`config.mk`:
```
export PLATFORM = sky130hd
export DESIGN_NAME = spt_ram
export DESIGN_NICKNAME = d
export VERILOG_FILES = /design/src/rtl/spt_ram.sv
export SDC_FILE = /design/constraint.sdc
export NUM_CORES = 1
export LEC_CHECK = 0
export BUFFER_PORTS_ARGS = -buffer_cell sky130_fd_sc_hd__buf_2
export CORE_UTILIZATION = 55
export DETAILED_ROUTE_END_ITERATION = 7
export GPL_ROUTABILITY_DRIVEN = 1
export PLACE_DENSITY = 0.74
export REMOVE_ABC_BUFFERS = 1
export SLEW_MARGIN = 20
export SYNTH_ARGS = -nofsm -noshare
export SYNTH_HDL_FRONTEND = slang
export SYNTH_SLANG_ARGS = --single-unit
```
`constraint.sdc`:
```
create_clock -name clk_i -period 5.5 [get_ports clk_i]
set_clock_uncertainty 0.15 [all_clocks]
set_input_delay 0.825 -clock clk_i [delete_from_list [all_inputs] [get_ports clk_i]]
set_output_delay 0.825 -clock clk_i [all_outputs]
set_load 0.01 [all_outputs]
```
`src/rtl/spt_ram.sv`:
```
// generic simple dual-port ram with registered read
`timescale 1ns / 1ps
module spt_ram #(
  parameter int WIDTH = 8,
  parameter int DEPTH = 16,
  localparam int AW = (DEPTH > 1) ? $clog2(DEPTH) : 1
) (
  input  logic             clk_i,
  input  logic             we_i,
  input  logic [AW-1:0]    waddr_i,
  input  logic [WIDTH-1:0] wdata_i,
  input  logic [AW-1:0]    raddr_i,
  output logic [WIDTH-1:0] rdata_o
);
  logic [WIDTH-1:0] mem [DEPTH];

  always_ff @(posedge clk_i) begin
    if (we_i) begin
      mem[waddr_i] <= wdata_i;
    end
    rdata_o <= mem[raddr_i];
  end
endmodule

```
* Word level (Yosys, flattened, before mapping)
Memories as Yosys holds them, arrays and structs flattened. A register that Yosys moved wholly into a read port is not among the register bits.
Cells that the tools add are included.
** Cells by class
- Mux-type cells :: 2
** Operator list (count)
- 1-bit 2-to-1 mux :: 2
** Word-level totals
- Bits in registers :: 0
- Memory bits (writable) :: 128
- Input bits :: 18
- Output and inout port bits :: 8
- Word-level logic and storage cells :: 3
- Memories :: 1
** Memories
- mem :: words 16, width 8, read ports 1, clocked after memory_dff 1, write ports 1, RTL line 15 : logic [WIDTH-1:0] mem [DEPTH];

* Longest topological paths before layout
Gate-level depths: netlist of the first run.
- Depth in word-level cells :: 2
- Depth in mapped cells :: 5
- Depth with buffers taken out :: 3

* Worst setup path before layout of the first run
No wires, ideal clock.
- Path type :: input -> register
- Start point :: input port waddr_i[2]
- End point :: memory mem[0][0], enable pin
- Setup time :: 0.383 ns
- Data arrival time :: 1.935 ns
- Data required time :: 4.967 ns
- Slack :: 3.032 ns
- Stages on the path :: 2
- Buffers on the path :: 0
- Cells stage by stage :: or3b_2 > nor3_1
** RTL lines
- start, declared :: RTL line 10 : input logic [AW-1:0] waddr_i,
- end, declared :: RTL line 15
No word-level cell before the write port.

==> results of run 1 <==
## stage by stage
| step | setup slack (ps) | area [sq um] | utilization (%) |
|---|---|---|---|
| after floorplan | 3030 | 5060 | - |
| after global placement | 2470 | 5340 | 60.1 |
| after detailed placement | 2500 | 5350 | 60.2 |
| after CTS | 3010 | 6020 | 67.7 |
| after global routing | 2940 | 6020 | 67.7 |
| final | 3070 | 6020 | 67.7 |
## layer usage
metal / vias up / track usage [%] / share of wire, %
li1: 1051 / - / -
met1: 1238 / 31.4 / 42
met5: - / 0 / 0
met4: 0 / 10.4 / 2.4
met2: 94 / 33.1 / 48
met3: 18 / 6.74 / 6.9
## flip-flops by register name, summed over array words and instances, names as in the netlist
name	flops
mem	128
rdata_o	8
## cell usage after synthesis, types with 2 or more instances
cell / number / area (sq um)
sky130_fd_sc_hd__a22oi_1: 16 / 120
sky130_fd_sc_hd__buf_2: 3 / 15.0
sky130_fd_sc_hd__buf_6: 3 / 33.8
sky130_fd_sc_hd__clkdlybuf4s25_2: 3 / 30.0
sky130_fd_sc_hd__dfxtp_1: 8 / 160
sky130_fd_sc_hd__edfxtp_1: 128 / 3840
sky130_fd_sc_hd__mux4_1: 14 / 368
sky130_fd_sc_hd__mux4_2: 18 / 405
sky130_fd_sc_hd__nand2_1: 9 / 33.8
sky130_fd_sc_hd__nand2b_1: 2 / 12.5
sky130_fd_sc_hd__nand3b_1: 2 / 15.0
sky130_fd_sc_hd__nor2_1: 13 / 48.8
sky130_fd_sc_hd__nor3_1: 4 / 20.0
## cell families (layout without fill, tap and decap cells)
kind of cell / Yosys count / after routing
multiplexers: 32 / 32
buffers and inverters: 10 / 60
AND/OR/NAND/NOR: 35 / 35
AO/OA/AOI/OAI: 16 / 16
flip-flops: 136 / 136
## power by group
part	leakage (nW)	internal, mW	switching, mW	total, mW
registers	1.22	1.16	0.00787	1.17
clock network	0.324	0.872	0.404	1.28
logic	0.487	0.0416	0.0604	0.102
total	2.03	2.07	0.473	2.55
## area by class of cell
| cell class | count | area [sq um] |
|---|---|---|
| Sequential cell | 136 | 4000 |
| Clock buffer | 19 | 422 |
| Multi-Input combinational cell | 83 | 1060 |
| Timing Repair Buffer | 28 | 148 |
| Fill cell | 531 | 2870 |
| Tap cell | 108 | 135 |
| Clock inverter | 13 | 249 |
## how the worst max path moves through the flow
stage,from,to,slack (ps),cells after the start
after detailed placement,raddr_i[0],rdata_o[3]$_DFF_P_,2500,4
after global routing,raddr_i[0],rdata_o[3]$_DFF_P_,2940,4
after floorplan,waddr_i[2],mem[0][0]$_DFFE_PP_,3030,2
after CTS,raddr_i[0],rdata_o[3]$_DFF_P_,3010,4
after global placement,waddr_i[2],mem[0][1]$_DFFE_PP_,2470,3
final,raddr_i[0],rdata_o[3]$_DFF_P_,3070,4
## critical path: cells and delay by family
kind / cells / cell delay [ps]
buffers and inverters: 1 / 760
AND/OR/NAND/NOR: 1 / 80
AO/OA/AOI/OAI: 1 / 290
multiplexers: 1 / 700
==> impl_metrics.env, run 1 <==
export IMPL_total_negative_setup_slacks_ps=0
export IMPL_via_per_inst=6.20
export IMPL_cts_inserted_buffers=17
export IMPL_critPathKind="primary input to register"
export IMPL_worstPathRequired_ps=5750
export IMPL_grt_max_degree=33
export IMPL_timing_max_transition_violations_final=0
export IMPL_gp_congestion=0.763
export IMPL_design_core_area_sq_mm=0.00889
export IMPL_most_frequent_standard_cell_in_the_layout_excluding_fill_and_tap_cells="sky130_fd_sc_hd__edfxtp_1"
export IMPL_crit_path_max_fanout=32
export IMPL_min_delay_path_class="primary input to register"
export IMPL_placementRows=34
export IMPL_post_synth_cell_area_avg_sq_um=22.5
export IMPL_cts_hold_buf=0
export IMPL_synth_adder_area_share_pct=0
export IMPL_power_density_mw_per_mm2=423
export IMPL_nNetsFinal=284
export IMPL_globalRouteTotalUtil_pct=22.5
export IMPL_reg2reg_slack_ps=3960
export IMPL_post_synth_mux_area_share_pct=15.0
export IMPL_crit_path_capture_type="register"
export IMPL_timing_hold_worst_endpoint="mem[7][1]$_DFFE_PP_"
export IMPL_die_width_microns=98.7
export IMPL_timing_max_cap_violations=0
export IMPL_post_synth_xor_area_fraction_pct=0
export IMPL_total_power_mw=2.55
export IMPL_max_clock_path_buffers=2
export IMPL_critical_path_reg2reg_startpoint="mem[9][4]$_DFFE_PP_"
export IMPL_max_freq_mhz=411
export IMPL_cts_setup_buffers=0
export IMPL_report_final_setup_viol=0
export IMPL_cts_root_buf="sky130_fd_sc_hd__clkbuf_8"
export IMPL_top_reg_cell_synth="sky130_fd_sc_hd__edfxtp_1"
export IMPL_worstHoldStart="wdata_i[1]"
export IMPL_finish_cell_count_without_fillers=387
export IMPL_initial_core_util_pct=57.9
export IMPL_fp_dieArea_sq_mm=0.00975
export IMPL_run_status="completed"
export IMPL_seq_area_frac_synth_pct=77.8
export IMPL_fin_crit_sh_pct=44.2
export IMPL_power_leakage_nw=2.03
export IMPL_worst_ep_arrival_time_ps=2680
export IMPL_async_reset_ff_share_pct=0
export IMPL_clock_latency_ps=530
export IMPL_i_o_pins=26
export IMPL_yosysUniqueCellTypes=19
export IMPL_timing_critical_path_from_type="primary input"
export IMPL_synth_warnings=0
export IMPL_cts_repair_resized=0
export IMPL_floorplan_die_height_microns=98.7
export IMPL_worst_r2r_cell_count=3
export IMPL_drt_initial_drc_count=246
export IMPL_timing_rr_end="rdata_o[4]$_DFF_P_"
export IMPL_number_of_placed_instances_with_taps_included=355
export IMPL_holdPathStages=1
export IMPL_number_of_detailed_routing_iterations_run_before_antenna_repair=4
export IMPL_drt_wl_total_mm=9.72
export IMPL_timing_critical_path_cells="buf_2, mux4_1, a22oi_1, nand2_1"
export IMPL_grt_overflow_total=0
export IMPL_num_vias=2401
export IMPL_timing_hold_ws_ps=528
export IMPL_most_common_layout_cells="128 x sky130_fd_sc_hd__edfxtp_1, 25 x sky130_fd_sc_hd__buf_2, 18 x sky130_fd_sc_hd__mux4_2"
export IMPL_place_detailed_hpwl_mm=5.60
export IMPL_drcViolationCount=0
export IMPL_path_clk_slew_ps=60
export IMPL_routedWlPerCell_microns=25.1
export IMPL_synth_area_in_compound_gates_pct=2.33
export IMPL_num_antenna_cells=0
export IMPL_clock_tree_from_tritoncts="done"
export IMPL_synthCells=229
export IMPL_slowest_stage="sky130_fd_sc_hd__buf_2"
export IMPL_cts_htree_levels=4
export IMPL_grt_antenna_before_repair=0
export IMPL_tightest_slew_ps=1020
export IMPL_flow_area_growth_from_synthesis_pct=16.9
export IMPL_number_of_global_route_vias_before_repair=2427
export IMPL_flop_and_latch_count_out_of_synthesis=136
export IMPL_vdd_drop_max_v=0.000182
export IMPL_total_standard_cell_area_after_synthesis_sq_mm=0.00515
export IMPL_antenna_violating_nets_post_route=0
export IMPL_yosys_area_share_simple_pct=3.18
export IMPL_port_buffers=25
export IMPL_unrepaired_setup_endpoints_after_global_routing="no"
export IMPL_period_minus_slack_ps=2430
export IMPL_final_hold_violation_count=0
export IMPL_synth_top_family_by_area="multiplexers"
export IMPL_grt_first_pass_wirelength_mm=14.7
export IMPL_layout_cell_share_with_drive_strength_beyond_1_pct=27.6
export IMPL_synth_enable_flop_cells=128
export IMPL_worst_path_largest_cell_delay_ps=760
export IMPL_slew_limit_headroom_pct=31.7
export IMPL_numClockSinks=136
Power figures use the tool's default switching activity.
==> inputs of run 2 (changes only) <==
- ABC_AREA: not set -> 1
- PLACE_DENSITY: 0.74 -> 0.73
- clock period: 5.5 -> 2.34 ns (I/O delays scaled with it)
==> run 2 against run 1 <==
  * Count of clock-buffer cells in the layout shrank 2
  * Sequential power grew 130%
  * Combinational power rose to 3.1 times the previous value
  * Via count up 56%
  * Design area up 9.7%
  * Flip-flop and latch count is the same
  * Synthesized cell count up 140%
  * First-iteration DRC count increased by 20%
  * Clock power grew 98%
  * Global-route usage increased by 1.5 points
==> impl_metrics.env, run 2 <==
export IMPL_run_status="completed"
export IMPL_holdPathStages=3
export IMPL_unrepaired_setup_endpoints_after_global_routing="no"
export IMPL_num_vias=3740
export IMPL_timing_hold_worst_endpoint="rdata_o[7]$_DFF_P_"
export IMPL_crit_path_capture_type="primary output"
export IMPL_synth_top_cells_by_count="173 x sky130_fd_sc_hd__nand2_1, 128 x sky130_fd_sc_hd__edfxtp_1, 100 x sky130_fd_sc_hd__inv_1, 97 x sky130_fd_sc_hd__nand3_1, 17 x sky130_fd_sc_hd__nor2_1"
export IMPL_post_synth_cell_area_avg_sq_um=10.5
export IMPL_vdd_drop_max_v=0.000769
export IMPL_synth_top_cells_by_area="sky130_fd_sc_hd__edfxtp_1 67%, sky130_fd_sc_hd__nand2_1 11%, sky130_fd_sc_hd__nand3_1 8.4%, sky130_fd_sc_hd__inv_1 6.5%, sky130_fd_sc_hd__dfxtp_1 2.8%"
export IMPL_fin_crit_sh_pct=63.9
export IMPL_synth_enable_flop_cells=128
export IMPL_number_of_detailed_routing_iterations_run_before_antenna_repair=5
export IMPL_design_core_area_sq_mm=0.0102
export IMPL_layout_top_registers="mem (128), rdata_o (8)"
export IMPL_finish_cell_count_without_fillers=737
export IMPL_num_antenna_cells=0
export IMPL_critical_path_depth=1
export IMPL_slew_limit_headroom_pct=55.6
export IMPL_synthCells=551
export IMPL_timing_critical_path_from_type="register"
export IMPL_fp_dieArea_sq_mm=0.0109
export IMPL_worstPathRequired_ps=1840
export IMPL_min_delay_path_class="primary input to register"
export IMPL_nNetsFinal=606
export IMPL_power_density_mw_per_mm2=846
export IMPL_number_of_global_route_vias_before_repair=3753
export IMPL_slowest_stage="sky130_fd_sc_hd__dfxtp_1"
export IMPL_grt_first_pass_wirelength_mm=19.2
export IMPL_total_negative_setup_slacks_ps=0
export IMPL_num_fill_cells=771
export IMPL_antenna_violating_nets_post_route=0
export IMPL_drcViolationCount=0
export IMPL_drt_initial_drc_count=294
export IMPL_port_buffers=25
export IMPL_synth_most_common_cell="sky130_fd_sc_hd__nand2_1"
export IMPL_timing_max_cap_violations=0
export IMPL_path_clk_slew_ps=60
export IMPL_flow_area_growth_from_synthesis_pct=14.5
export IMPL_globalRouteTotalUtil_pct=24.0
export IMPL_total_standard_cell_area_after_synthesis_sq_mm=0.00577
export IMPL_layout_cell_share_with_drive_strength_beyond_1_pct=12.6
export IMPL_crit_path_max_fanout=1
export IMPL_cpLargestDelayFamily="flip-flops"
export IMPL_worst_r2r_cell_count=6
export IMPL_post_place_ws_ps=572
export IMPL_multi_input_comb_area_sq_mm=0.00121
export IMPL_tightest_slew_ps=663
export IMPL_most_common_layout_cells="173 x sky130_fd_sc_hd__nand2_1, 128 x sky130_fd_sc_hd__edfxtp_1, 100 x sky130_fd_sc_hd__inv_1"
export IMPL_worst_ep_arrival_time_ps=990
export IMPL_clock_tree_from_tritoncts="done"
export IMPL_worst_path_buf_inv=1
export IMPL_worstHoldStart="raddr_i[3]"
export IMPL_flop_and_latch_count_out_of_synthesis=136
export IMPL_cts_htree_levels=4
export IMPL_timing_max_transition_violations_final=0
export IMPL_grt_max_degree=65
export IMPL_yosysUniqueCellTypes=12
export IMPL_period_minus_slack_ps=1490
export IMPL_drt_wl_total_mm=11.9
export IMPL_seq_area_frac_synth_pct=69.4
export IMPL_floorplan_die_height_microns=104
export IMPL_timing_rr_end="rdata_o[1]$_DFF_P_"
export IMPL_post_route_util_pct=64.5
export IMPL_grt_antenna_before_repair=0
export IMPL_placementRows=37
export IMPL_numClockSinks=136
export IMPL_power_leakage_nw=2.88
export IMPL_clock_latency_ps=530
export IMPL_post_synth_top_area_cell="sky130_fd_sc_hd__edfxtp_1"
export IMPL_i_o_pins=26
export IMPL_via_per_inst=5.07
export IMPL_critPathKind="register to primary output"
export IMPL_top_reg_cell_synth="sky130_fd_sc_hd__edfxtp_1"
export IMPL_least_setup_slack_across_all_paths_after_layout_ps=845
export IMPL_cts_root_buf="sky130_fd_sc_hd__clkbuf_8"
export IMPL_cts_hold_buf=0
export IMPL_reg2reg_slack_ps=1170
export IMPL_routedWlPerCell_microns=16.1
export IMPL_synth_warnings=0
export IMPL_timing_critical_path_cells="buf_2"
export IMPL_place_detailed_hpwl_mm=7.35
export IMPL_gp_congestion=0.895
export IMPL_largest_register_ffs=128
export IMPL_number_of_placed_instances_with_taps_included=705
export IMPL_cts_repair_resized=0
export IMPL_critical_path_reg2reg_startpoint="mem[8][1]$_DFFE_PP_"
export IMPL_ff_latch_area_sq_mm=0.00400
export IMPL_max_freq_mhz=669
export IMPL_async_reset_ff_share_pct=0
export IMPL_registers_top_by_ff_count="mem"
export IMPL_final_hold_violation_count=0
export IMPL_initial_core_util_pct=56.4
export IMPL_cts_setup_buffers=0
export IMPL_grt_overflow_total=0
export IMPL_die_width_microns=104
export IMPL_max_clock_path_buffers=2
export IMPL_yosysTopAreaCellShare_pct=66.7
export IMPL_report_final_setup_viol=0
export IMPL_cts_inserted_buffers=17
export IMPL_most_frequent_standard_cell_in_the_layout_excluding_fill_and_tap_cells="sky130_fd_sc_hd__nand2_1"
export IMPL_worst_path_largest_cell_delay_ps=330
-- run 2: cell count changes after synthesis, sizes merged, moves of 2 or more --
| cell | change |
|---|---|
| a22oi | -16 |
| nand2b | -2 |
| nand3 | +96 |
| nor2 | +4 |
| buf | +17 |
| inv | +102 |
| mux4 | -32 |
| nand2 | +164 |
| clkdlybuf4s25 | -3 |
| nor3 | -4 |
-- run 2: kinds of logic (layout without fill, tap and decap cells) --
group	after synthesis	after routing	synth area share, %
AND/OR/NAND/NOR	289	289	21.0
flip-flops	136	136	69.4
buffers and inverters	126	176	9.52
-- run 2: through the flow --
stage | hold WS, ps | power, mW | cell area [sq um]
global route | 39.8 | 5.76 | 6600
finish | 46.2 | 5.59 | 6600
CTS | 33.0 | 5.61 | 6600
detailed placement | 505 | 3.11 | 6040
global placement | 483 | 3.10 | 6040
floorplan | 300 | 2.94 | 5600
-- run 2: layout make-up --
class | instances | share of cell area [%]
Timing Repair Buffer | 42 | 4.02
Inverter | 102 | 5.80
Sequential cell | 136 | 60.6
Clock buffer | 17 | 6.27
Tap cell | 136 | 2.58
Multi-Input combinational cell | 289 | 18.4
Clock inverter | 15 | 2.33
-- run 2: power by group --
group	leakage [nW]	switching, mW	internal, mW
combinational	1.38	0.223	0.0954
clock	0.270	1.01	1.52
sequential	1.22	0.0147	2.72
-- run 2: worst max path at each step --
stage / startpoint / to / slack [ps]
5_1_grt: rdata_o[6]$_DFF_P_ / rdata_o[6] / 790
3_5_place_dp: waddr_i[3] / mem[6][1]$_DFFE_PP_ / 570
6_report: rdata_o[6]$_DFF_P_ / rdata_o[6] / 850
2_1_floorplan: raddr_i[0] / rdata_o[2]$_DFF_P_ / 860
4_1_cts: rdata_o[6]$_DFF_P_ / rdata_o[6] / 830
3_3_place_gp: waddr_i[2] / mem[2][6]$_DFFE_PP_ / 640
-- run 2: routing by layer --
| layer | vias to the layer above | track usage, % | routed length (microns) |
|---|---|---|---|
| li1 | 1854 | - | - |
| met1 | 1751 | 31.7 | 5260 |
| met2 | 118 | 37.7 | 5680 |
| met3 | 17 | 6.45 | 684 |
| met4 | 0 | 10.0 | 226 |
| met5 | - | 0 | 0 |
